[config.mk]
export PLATFORM = sky130hd
export DESIGN_NAME = ddstw_seq_flat
export DESIGN_NICKNAME = d
export VERILOG_FILES = /design/src/rtl/ddstw_pkg.sv /design/src/rtl/ddstw_ifs.sv /design/src/rtl/ddstw_seq.sv /design/src/flat_wrapper.sv
export VERILOG_INCLUDE_DIRS = /design/src /design/src/rtl
export SDC_FILE = /design/constraint.sdc
export NUM_CORES = 1
export LEC_CHECK = 0
export BUFFER_PORTS_ARGS = -buffer_cell sky130_fd_sc_hd__buf_2
export CAP_MARGIN = 20
export CORE_MARGIN = 3
export CORE_UTILIZATION = 47
export DETAILED_ROUTE_END_ITERATION = 8
export GPL_TIMING_DRIVEN = 0
export PLACE_DENSITY = 0.88
export SLEW_MARGIN = 20
export SYNTH_ARGS = -nofsm -noshare
export SYNTH_HDL_FRONTEND = slang
export SYNTH_SLANG_ARGS = --single-unit
export TNS_END_PERCENT = 100
[constraint.sdc]
create_clock -name clock -period 2 [get_ports clock]
set_input_delay 0.4 -clock clock [delete_from_list [all_inputs] [get_ports clock]]
set_output_delay 0.4 -clock clock [all_outputs]
set_load 0.01 [all_outputs]
[src/rtl/dds_tuning_word_command_sequencer_macros.svh]
// Assertion helpers shared by the sequencer RTL.
`ifndef DDS_TUNING_WORD_COMMAND_SEQUENCER_MACROS_SVH
`define DDS_TUNING_WORD_COMMAND_SEQUENCER_MACROS_SVH

// Same-cycle implication, disabled while reset is high.
`define DDSTW_ASSERT_NOW(label, clk, rst, ante, cons, msg) \
   label: assert property (@(posedge clk) disable iff (rst) (ante) |-> (cons)) \
      else $error(msg);

// Next-cycle implication, disabled while reset is high.
`define DDSTW_ASSERT_NEXT(label, clk, rst, ante, cons, msg) \
   label: assert property (@(posedge clk) disable iff (rst) (ante) |=> (cons)) \
      else $error(msg);

`endif

[src/rtl/ddstw_pkg.sv]
`default_nettype none

package ddstw_pkg;

   localparam int unsigned TUNING_BITS_DEFAULT = 28;
   localparam int unsigned CHIP_COUNT = 2;

   localparam int unsigned MODULE_WIDTH = 2;
   localparam int unsigned FREQ_WIDTH = 32;
   localparam int unsigned CLOCK_WIDTH = 26;
   localparam int unsigned WORD_WIDTH = 16;
   localparam int unsigned HALF_BITS = 14;
   localparam int unsigned SENT_BITS = 2 * HALF_BITS;

   // Restoring-division steps done in one pipeline stage.
   localparam int unsigned DIV_STEPS_PER_STAGE = 4;

   localparam int unsigned CSR_ADDR_WIDTH = 3;
   localparam int unsigned CSR_DATA_WIDTH = 32;
   localparam int unsigned CSR_INDEX_LSB = 2;
   localparam int unsigned CSR_INDEX_WIDTH = CSR_ADDR_WIDTH - CSR_INDEX_LSB;
   localparam logic [CSR_INDEX_WIDTH-1:0] REG_REF_CLOCK = '0;
   localparam logic [CLOCK_WIDTH-1:0] REF_CLOCK_RESET = 26'd25000000;

   localparam logic [MODULE_WIDTH-1:0] MODULE_CHIP_ONE = 2'd1;
   localparam logic [MODULE_WIDTH-1:0] MODULE_CHIP_TWO = 2'd2;

   localparam logic [WORD_WIDTH-1:0] WORD_RESET = 16'h0100;
   localparam logic [WORD_WIDTH-1:0] WORD_B28 = 16'h2000;
   localparam logic [WORD_WIDTH-1:0] WORD_FREQ0 = 16'h4000;
   localparam logic [WORD_WIDTH-1:0] WORD_RUN = 16'h0000;

   localparam int unsigned STEP_WIDTH = 3;
   localparam logic [STEP_WIDTH-1:0] STEP_RESET = 3'd0;
   localparam logic [STEP_WIDTH-1:0] STEP_B28 = 3'd1;
   localparam logic [STEP_WIDTH-1:0] STEP_FREQ_LO = 3'd2;
   localparam logic [STEP_WIDTH-1:0] STEP_FREQ_HI = 3'd3;
   localparam logic [STEP_WIDTH-1:0] STEP_RUN = 3'd4;

   typedef struct packed {
      logic valid;
      logic chip;
   } ddstw_ctrl_type;

endpackage

`default_nettype wire

[src/rtl/ddstw_ifs.sv]
`default_nettype none


interface ddstw_rsp_if;
   import ddstw_pkg::*;

   logic                  valid;
   logic                  ready;
   logic                  chip_select;
   logic [WORD_WIDTH-1:0] spi_word;
   logic                  last_word;

   modport source (output valid, output chip_select, output spi_word, output last_word,
                   input ready);
   modport sink (input valid, input chip_select, input spi_word, input last_word,
                 output ready);
endinterface

`default_nettype wire

[src/rtl/ddstw_seq.sv]
`default_nettype none
`include "dds_tuning_word_command_sequencer_macros.svh"

module ddstw_seq #(
   parameter int unsigned TUNING_BITS = ddstw_pkg::TUNING_BITS_DEFAULT
) (
   input  wire logic                   clock,
   input  wire logic                   reset,
   input  ddstw_pkg::ddstw_ctrl_type   in_ctrl,
   input  wire logic [TUNING_BITS-1:0] in_quot,
   output logic                        advance,
   ddstw_rsp_if.source                 rsp
);
   import ddstw_pkg::*;

   localparam int unsigned SENT_WIDTH = (TUNING_BITS > SENT_BITS) ? TUNING_BITS : SENT_BITS;

   logic                   busy_ff, busy_in;
   logic [STEP_WIDTH-1:0]  step_ff, step_in;
   logic                   chip_ff;
   logic [TUNING_BITS-1:0] tw_ff;
   logic [SENT_WIDTH-1:0]  tw_wide;
   logic                   load;
   logic                   at_last;

   assign at_last = (step_ff == STEP_RUN);
   // The pipeline may move whenever the sequence buffer is free or its last
   // beat leaves in this cycle.
   assign advance = !busy_ff || (rsp.ready && at_last);
   assign load = advance && in_ctrl.valid;

   always_comb begin
      busy_in = busy_ff;
      step_in = step_ff;
      if (load) begin
         busy_in = 1'b1;
         step_in = STEP_RESET;
      end else if (busy_ff && rsp.ready) begin
         if (at_last) begin
            busy_in = 1'b0;
         end else begin
            step_in = step_ff + 3'd1;
         end
      end
   end

   always_ff @(posedge clock) begin
      if (reset) begin
         busy_ff <= 1'b0;
         step_ff <= STEP_RESET;
      end else begin
         busy_ff <= busy_in;
         step_ff <= step_in;
      end
   end

   always_ff @(posedge clock) begin
      if (load) begin
         chip_ff <= in_ctrl.chip;
         tw_ff <= in_quot;
      end
   end

   assign tw_wide = SENT_WIDTH'(tw_ff);

   always_comb begin
      unique case (step_ff)
         STEP_RESET:   rsp.spi_word = WORD_RESET;
         STEP_B28:     rsp.spi_word = WORD_B28;
         STEP_FREQ_LO: rsp.spi_word = WORD_FREQ0 | WORD_WIDTH'(tw_wide[HALF_BITS-1:0]);
         STEP_FREQ_HI: rsp.spi_word = WORD_FREQ0 |
                                      WORD_WIDTH'(tw_wide[SENT_BITS-1:HALF_BITS]);
         default:      rsp.spi_word = WORD_RUN;
      endcase
   end

   assign rsp.valid = busy_ff;
   assign rsp.chip_select = chip_ff;
   assign rsp.last_word = at_last;

   `DDSTW_ASSERT_NEXT(a_step_advances, clock, reset, busy_ff && rsp.ready && !at_last, busy_ff && (step_ff == $past(step_ff) + 3'd1), "sequence step did not advance")
   `DDSTW_ASSERT_NEXT(a_idle_after_last, clock, reset, busy_ff && rsp.ready && at_last && !in_ctrl.valid, !busy_ff, "sequence did not end after last word")
   `DDSTW_ASSERT_NEXT(a_load_starts, clock, reset, load, busy_ff && (step_ff == STEP_RESET) && (tw_ff == $past(in_quot)), "new sequence did not start cleanly")

endmodule

`default_nettype wire

[src/flat_wrapper.sv]
// flat-port wrapper written by rule: the top's interface ports become plain ports
module ddstw_seq_flat import ddstw_pkg::*;
#(
   parameter int unsigned TUNING_BITS = ddstw_pkg::TUNING_BITS_DEFAULT
)
  (clock, reset, in_ctrl, in_quot, advance, rsp_valid, rsp_chip_select, rsp_spi_word, rsp_last_word, rsp_ready);
  ddstw_rsp_if rsp_i ();
  input  wire logic clock;
  input  wire logic reset;
  input  ddstw_pkg::ddstw_ctrl_type in_ctrl;
  input  wire logic [TUNING_BITS-1:0] in_quot;
  output logic advance;
  output wire logic [$bits(rsp_i.valid)-1:0] rsp_valid;
  output wire logic [$bits(rsp_i.chip_select)-1:0] rsp_chip_select;
  output wire logic [$bits(rsp_i.spi_word)-1:0] rsp_spi_word;
  output wire logic [$bits(rsp_i.last_word)-1:0] rsp_last_word;
  input wire logic [$bits(rsp_i.ready)-1:0] rsp_ready;
  assign rsp_valid = rsp_i.valid;
  assign rsp_chip_select = rsp_i.chip_select;
  assign rsp_spi_word = rsp_i.spi_word;
  assign rsp_last_word = rsp_i.last_word;
  assign rsp_i.ready = rsp_ready;
  ddstw_seq #(.TUNING_BITS(TUNING_BITS)) u_core (.clock(clock), .reset(reset), .in_ctrl(in_ctrl), .in_quot(in_quot), .advance(advance), .rsp(rsp_i));
endmodule
==> PnR_summary.wiki, run 1 <==
{| class="wikitable"
! Metric !! Value
|-
| Status || complete, no violations
|-
| Maximum cell stage delay along the critical path || 0.38 ns
|-
| Final non-filler cell total || 179
|-
| CP Launch Type || register
|-
| DR WL met2 || 1.56 mm
|-
| Number of cell rows || 18
|-
| RR Endpoint || u_core.tw_ff[21]
|-
| Number of top-level pins || 53
|-
| Xor-xnor portion of the synthesized cell area || 0%
|-
| Number of levels the H-tree was split into || 2
|-
| Number of stages on the worst hold path || 2
|-
| WP buf/inv || 3
|-
| Cell types occupying the most area after synthesis || sky130_fd_sc_hd__edfxtp_1 (66%), sky130_fd_sc_hd__a22o_1 (8.0%), sky130_fd_sc_hd__dfxtp_1 (6.1%), sky130_fd_sc_hd__ha_1 (4.8%), sky130_fd_sc_hd__a21oi_1 (1.9%)
|-
| Final HPWL from detailed placement || 1.93 mm
|-
| VDD IR-drop max || 0.000630 V
|-
| Total track usage || 17.7%
|-
| Length of the first detailed-routing pass in iterations || 4
|-
| Wire length of the first global-routing pass || 4.29 mm
|-
| Top Family by Delay on Critical Path || flip-flops
|-
| Final RePlAce weighted congestion || 0.799
|-
| Number of distinct standard cells referenced by the synthesized netlist || 25
|-
| Total instance count after detailed placement || 164
|-
| Final-stage net count || 186
|-
| Port buffer count || 51
|-
| Area occupied by registers || 960 µm²
|-
| FILL cells || 191
|-
| Type of the most critical hold path || in -> reg
|-
| # hold bufs at CTS || 0
|-
| Number of cells on the critical path || 6
|-
| Antenna Nets Post-Route || 0
|-
| Share of flip-flops with an asynchronous set or reset || 0%
|-
| Unrepaired setup endpoints after global routing || yes
|-
| Hold Path Origin || reset
|-
| Reg2reg setup slack || 0.27 ns
|-
| Clk pin slew, worst setup/hold paths || 0.09 ns
|-
| Highest Clock Rate || 505 MHz
|-
| Clock Latency Late Sink || 0.31 ns
|-
| Inserted Clock Buffers || 5
|-
| Path type of the worst setup path || reg -> out
|-
| Post-synthesis mux area share || 0%
|-
| Worst-path cell with the longest stage delay || sky130_fd_sc_hd__dfxtp_4
|-
| Antenna diode count || 0
|-
| Launching point of the worst reg2reg path || u_core.step_ff[0]
|-
| Kind of end point of the critical path || output pin
|-
| Clock sink total || 33
|-
| Floorplan core area || 2570 µm²
|-
| Uppermost metal layer occupied by signal nets || met4
|-
| Vert. Die Dim || 58.8 µm
|-
| PnR worst setup slack || 0.0181 ns
|-
| Leak Pwr || 0.760 nW
|-
| Worst-path fanout max || 5
|-
| Via-to-Cell Ratio || 5.23
|-
| Remaining DRCs || 0
|-
| # Max-Cap Violations || 0
|-
| Congestion Overflow GR || 0
|-
| Sequential fraction of the synthesis area || 72.4%
|-
| Area overhead of the layout relative to synthesis || 35.1%
|-
| Maximum number of buffers from clock root to sink || 2
|-
| Dpl ws || -0.235 ns
|-
| Area share of the largest cell type after synthesis || 66.3%
|-
| Maximum number of pins on one net before global-route repair || 30
|-
| Synthesized area divided by synthesized cell count || 15.8 µm²
|-
| FF+latch count, synth || 33
|-
| Combinational family with the most area after synthesis || compound AO/OA/AOI/OAI gates
|-
| Number of max-slew violations in the final report || 0
|-
| Detailed Route Iter0 Violations || 49
|-
| TritonCTS clock tree || yes
|-
| Post-synthesis instance area || 1310 µm²
|-
| Met3 layer wire length in the routed design || 217 µm
|-
| Number of cell instances on the worst register-to-register path || 6
|-
| Power density normalized to cell area || 692 nW/µm²
|-
| Vias post-DR || 936
|-
| Count of flip-flops with a built-in enable after synthesis || 29
|-
| Top_reg_cell synth || sky130_fd_sc_hd__edfxtp_1
|-
| Horizontal die dimension || 58.8 µm
|-
| Number of global-route vias before repair || 959
|-
| Final clock period utilization by the worst path || 99.1%
|-
| Synthesized net count || 121
|-
| Number of hold violations in the final report || 0
|-
| Worst EP required || 1.60 ns
|-
| Number of cells produced by synthesis || 83
|-
| Period minus WS final || 1.98 ns
|-
| WHS Endpoint || u_core.rsp.valid
|-
| Number of warnings reported in the yosys synthesis log || 0
|-
| Wire length after detailed routing || 2.75 mm
|-
| Total Negative Setup Slacks || 0 ns
|-
| Final core utilization || 69.1%
|-
| Multi-input combinational cell area || 353 µm²
|-
| Initial core utilization || 51.1%
|-
| Adder-Cell Fraction of Synth Area || 4.77%
|-
| Final clock skew || 0.00860 ns
|-
| Routed length on met1 || 913 µm
|-
| Die footprint || 3460 µm²
|-
| Share of final-layout standard cells stronger than drive strength 1 || 54.4%
|-
| Overall power after layout || 0.00123 W
|-
| Cell at the root of the clock tree || sky130_fd_sc_hd__clkbuf_4
|-
| Fraction of the mapped netlist area in compound gates || 13.3%
|-
| Final setup viols || 0
|-
| Simple-gate area share of the yosys netlist || 6.29%
|-
| Critical path cell sequence || inv_4 > ha_4 > and2b_2 > buf_6 > a22o_1 > buf_2
|-
| Cell taking the most area after synthesis || sky130_fd_sc_hd__edfxtp_1
|-
| Avg WL per Cell || 15.4 µm
|-
| Crit path DAT || 1.58 ns
|-
| Antenna violations before repair || 0
|}
-- layer usage --
metal / global-route usage (%) / up-vias
li1: - / 445
met3: 6.14 / 9
met2: 33.1 / 51
met1: 17.1 / 431
met5: 0 / -
met4: 8.09 / 0
-- layout by cell type, fill, tap and decap left out, types with 2 or more instances in the layout --
master	n
sky130_fd_sc_hd__a21oi_1	5
sky130_fd_sc_hd__a22o_1	12
sky130_fd_sc_hd__and2_4	2
sky130_fd_sc_hd__buf_2	51
sky130_fd_sc_hd__buf_4	6
sky130_fd_sc_hd__buf_6	4
sky130_fd_sc_hd__clkbuf_4	5
sky130_fd_sc_hd__clkinv_1	2
sky130_fd_sc_hd__dfxtp_4	2
sky130_fd_sc_hd__edfxtp_1	29
sky130_fd_sc_hd__ha_1	2
sky130_fd_sc_hd__ha_4	2
sky130_fd_sc_hd__inv_1	2
sky130_fd_sc_hd__nand2_1	4
sky130_fd_sc_hd__o21ai_0	3
-- final cells by class --
class                   instances  area share (%)
multi-input cells              43            19.9
clock inverters                 3           0.706
plain buffers                   4            2.47
clock buffers                   5            2.12
repair buffers                 58            17.8
flip-flops and latches         33            54.1
well taps                      30            2.12
inverters                       3           0.776
-- stage by stage --
step                hold WS, ns  instance area [µm²]
floorplan                 0.472                 1310
global placement          0.497                 1610
detailed placement        0.524                 1610
CTS                       0.236                 1730
global route              0.226                 1770
finish                    0.250                 1770
-- logic make-up (layout without fill, tap and decap cells) --
logic type / Yosys count / count (layout)
flip-flops: 33 / 33
AO/OA/AOI/OAI: 23 / 23
AND/OR/NAND/NOR: 14 / 14
buffers and inverters: 7 / 73
adder cells (fa/ha/maj): 5 / 5
other: 1 / 1
-- report_power, final --
group / total [W] / switching (W) / internal, W / leakage [nW]
Combinational: 0.0000970 / 0.0000511 / 0.0000460 / 0.419
Clock: 0.000324 / 0.000197 / 0.000127 / 0.0300
Sequential: 0.000806 / 0.0000139 / 0.000792 / 0.311
Total: 0.00123 / 0.000262 / 0.000965 / 0.760
-- worst max-delay path by stage --
stage | start | endpoint | slack, ns
floorplan | u_core.step_ff[0] | u_core.rsp.chip_select | 0.06
global placement | u_core.step_ff[0] | u_core.rsp.chip_select | -0.1
detailed placement | u_core.step_ff[0] | u_core.tw_ff[18] | -0.23
CTS | u_core.step_ff[1] | rsp_spi_word[4] | 0.004
global route | u_core.step_ff[0] | rsp_spi_word[4] | -0.04
finish | u_core.step_ff[0] | rsp_spi_word[0] | 0.02
-- timing repair --
action | CTS | global route
pin swaps | 1 | 5
gates resized for setup | 15 | 9
buffers inserted | 2 | 3
gates cloned | 1 | 1
setup endpoints to repair | 44 | 14
-- state kept, by name, summed over array words and instances (netlist names) --
register	flops
u_core.tw_ff	28
u_core.rsp.valid	1
u_core.rsp.chip_select	1
u_core.step_ff	3
-- cells in the mapped netlist, drive strengths merged, types with 2 or more instances --
cell type and instances:
ha 5, inv 3, dfxtp 4, o21ai 4, buf 3, a22o 12, a21oi 5, edfxtp 29
and2 2, nand2 4
(Power assumes the default switching activity.)
==> inputs of run 2 (changes only) <==
--- a/config.mk
+++ b/config.mk
@@ -13,6 +13,7 @@
 export DETAILED_ROUTE_END_ITERATION = 8
 export GPL_TIMING_DRIVEN = 0
 export PLACE_DENSITY = 0.88
+export REMOVE_ABC_BUFFERS = 1
 export SLEW_MARGIN = 20
 export SYNTH_ARGS = -nofsm -noshare
 export SYNTH_HDL_FRONTEND = slang
==> PnR_summary.wiki, run 2 (synthesis gave the netlist of run 1 again) <==
{| class="wikitable"
! Metric !! Value
|-
| Status || complete, no violations
|-
| Vert. Die Dim || 58.8 µm
|-
| Horizontal die dimension || 58.8 µm
|-
| Overall power after layout || 0.00137 W
|-
| Final HPWL from detailed placement || 1.78 mm
|-
| Final RePlAce weighted congestion || 0.772
|-
| Cell at the root of the clock tree || sky130_fd_sc_hd__clkbuf_4
|-
| Crit path DAT || 1.56 ns
|-
| Leading registers by flop count || u_core.tw_ff (28), u_core.step_ff (3)
|-
| Final setup viols || 0
|-
| Inserted Clock Buffers || 5
|-
| Worst rel slew slack || 56.3%
|-
| Most common cell after layout, fill and taps aside || sky130_fd_sc_hd__buf_2
|-
| Final clock skew || 0.0108 ns
|-
| Top reg by flops || u_core.tw_ff
|-
| Floorplan core area || 2570 µm²
|-
| Path type of the worst setup path || reg -> out
|-
| Final clock period utilization by the worst path || 98.1%
|-
| Share of final-layout standard cells stronger than drive strength 1 || 52.4%
|-
| Number of hold violations in the final report || 0
|-
| Initial core utilization || 51.1%
|-
| Number of levels the H-tree was split into || 2
|-
| FILL cells || 189
|-
| Highest Clock Rate || 510 MHz
|-
| Maximum number of buffers from clock root to sink || 2
|-
| Kind of end point of the critical path || output pin
|-
| Highest-count cells in the layout ignoring fill and taps || sky130_fd_sc_hd__buf_2 (51), sky130_fd_sc_hd__edfxtp_1 (29), sky130_fd_sc_hd__a22o_1 (12)
|-
| CP Launch Type || register
|-
| Maximum number of pins on one net before global-route repair || 30
|-
| VDD IR-drop max || 0.000602 V
|-
| Number of top-level pins || 53
|-
| Remaining DRCs || 0
|-
| Leak Pwr || 0.731 nW
|-
| Unrepaired setup endpoints after global routing || yes
|-
| Total instance count after detailed placement || 160
|-
| TritonCTS clock tree || yes
|-
| Die footprint || 3460 µm²
|-
| Least-Margin Pin Slew || 0.655 ns
|-
| # Max-Cap Violations || 0
|-
| Wire length after detailed routing || 2.77 mm
|-
| Detailed Route Iter0 Violations || 52
|-
| Number of max-slew violations in the final report || 0
|-
| Via-to-Cell Ratio || 5.15
|-
| # hold bufs at CTS || 0
|-
| Final-stage net count || 180
|-
| Worst EP required || 1.60 ns
|-
| Port buffer count || 51
|-
| Power density normalized to cell area || 786 nW/µm²
|-
| Max reg flops || 28
|-
| Number of global-route vias before repair || 870
|-
| Clk pin slew, worst setup/hold paths || 0.10 ns
|-
| Antenna Nets Post-Route || 0
|-
| Clock sink total || 33
|-
| Congestion Overflow GR || 0
|-
| Type of the most critical hold path || in -> reg
|-
| Total track usage || 16.3%
|-
| Vias post-DR || 891
|-
| Number of cell rows || 18
|-
| Antenna violations before repair || 0
|-
| Period minus WS final || 1.96 ns
|-
| Length of the first detailed-routing pass in iterations || 4
|-
| Area overhead of the layout relative to synthesis || 32.8%
|-
| Worst-path fanout max || 7
|-
| Clock Latency Late Sink || 0.33 ns
|-
| Avg WL per Cell || 16.0 µm
|-
| Wire length of the first global-routing pass || 4.00 mm
|-
| Final non-filler cell total || 173
|-
| Antenna diode count || 0
|}
[run 2: what timing repair did]
item | 4_1_cts | 5_1_grt
gates cloned | 1 | 0
resized for setup | 6 | 10
setup buffers | 1 | 3
endpoints found under the hold margin | 0 | 0
setup endpoints to repair | 15 | 9
[run 2: area by class of cell]
class | count | area [µm²] | share of cell area (%)
tap | 30 | 37.5 | 2.15
multi-input combinational | 44 | 372 | 21.3
clock inverter | 2 | 33.8 | 1.94
timing repair buffer | 55 | 285 | 16.4
clock buffer | 6 | 41.3 | 2.37
sequential | 33 | 962 | 55.2
inverter | 3 | 11.3 | 0.646
[run 2: critical path, cell delays in order, from the launching register on]
cell and delay, ns:
sky130_fd_sc_hd__dfxtp_4 0.38, sky130_fd_sc_hd__ha_4 0.16, sky130_fd_sc_hd__ha_4 0.16, sky130_fd_sc_hd__buf_4 0.16
sky130_fd_sc_hd__a22o_1 0.22, sky130_fd_sc_hd__buf_2 0.13
[run 2: layer usage]
metal | up-vias | track usage (%) | share of wire [%]
met2 | 51 | 25.2 | 48
met5 | - | 0 | 0
met4 | 0 | 8.74 | 0.76
li1 | 433 | - | -
met3 | 2 | 5.92 | 10
met1 | 405 | 19.7 | 41
[run 2: path summary, 6_finish.rpt]
kind	depth (start not counted)	to	slack (ns)	start
hold / removal	2	u_core.rsp.valid	0.23	reset
setup / recovery	5	rsp_spi_word[6]	0.04	u_core.step_ff[1]
setup reg to reg	5	u_core.tw_ff[27]	0.18	u_core.step_ff[0]
hold reg to reg	2	u_core.step_ff[1]	0.55	u_core.step_ff[1]
[run 2: where the power goes]
part	leakage [nW]	switching, W	internal [W]
Combinational	0.379	0.0000487	0.0000406
Sequential	0.312	0.0000144	0.000791
Clock	0.0399	0.000215	0.000260
[run 2: metrics by stage]
| step | setup slack (ns) | hold WS, ns | setup TNS, ns | util (%) | area [µm²] |
|---|---|---|---|---|---|
| CTS | 0.00292 | 0.204 | 0 | 65.7 | 1690 |
| global route | -0.0169 | 0.211 | -0.0777 | 67.9 | 1740 |
| floorplan | 0.0625 | 0.472 | 0 | - | 1280 |
| finish | 0.0389 | 0.229 | 0 | 67.9 | 1740 |
| global placement | -0.125 | 0.496 | -3.60 | 61.5 | 1580 |
| detailed placement | 0.140 | 0.522 | 0 | 61.5 | 1580 |
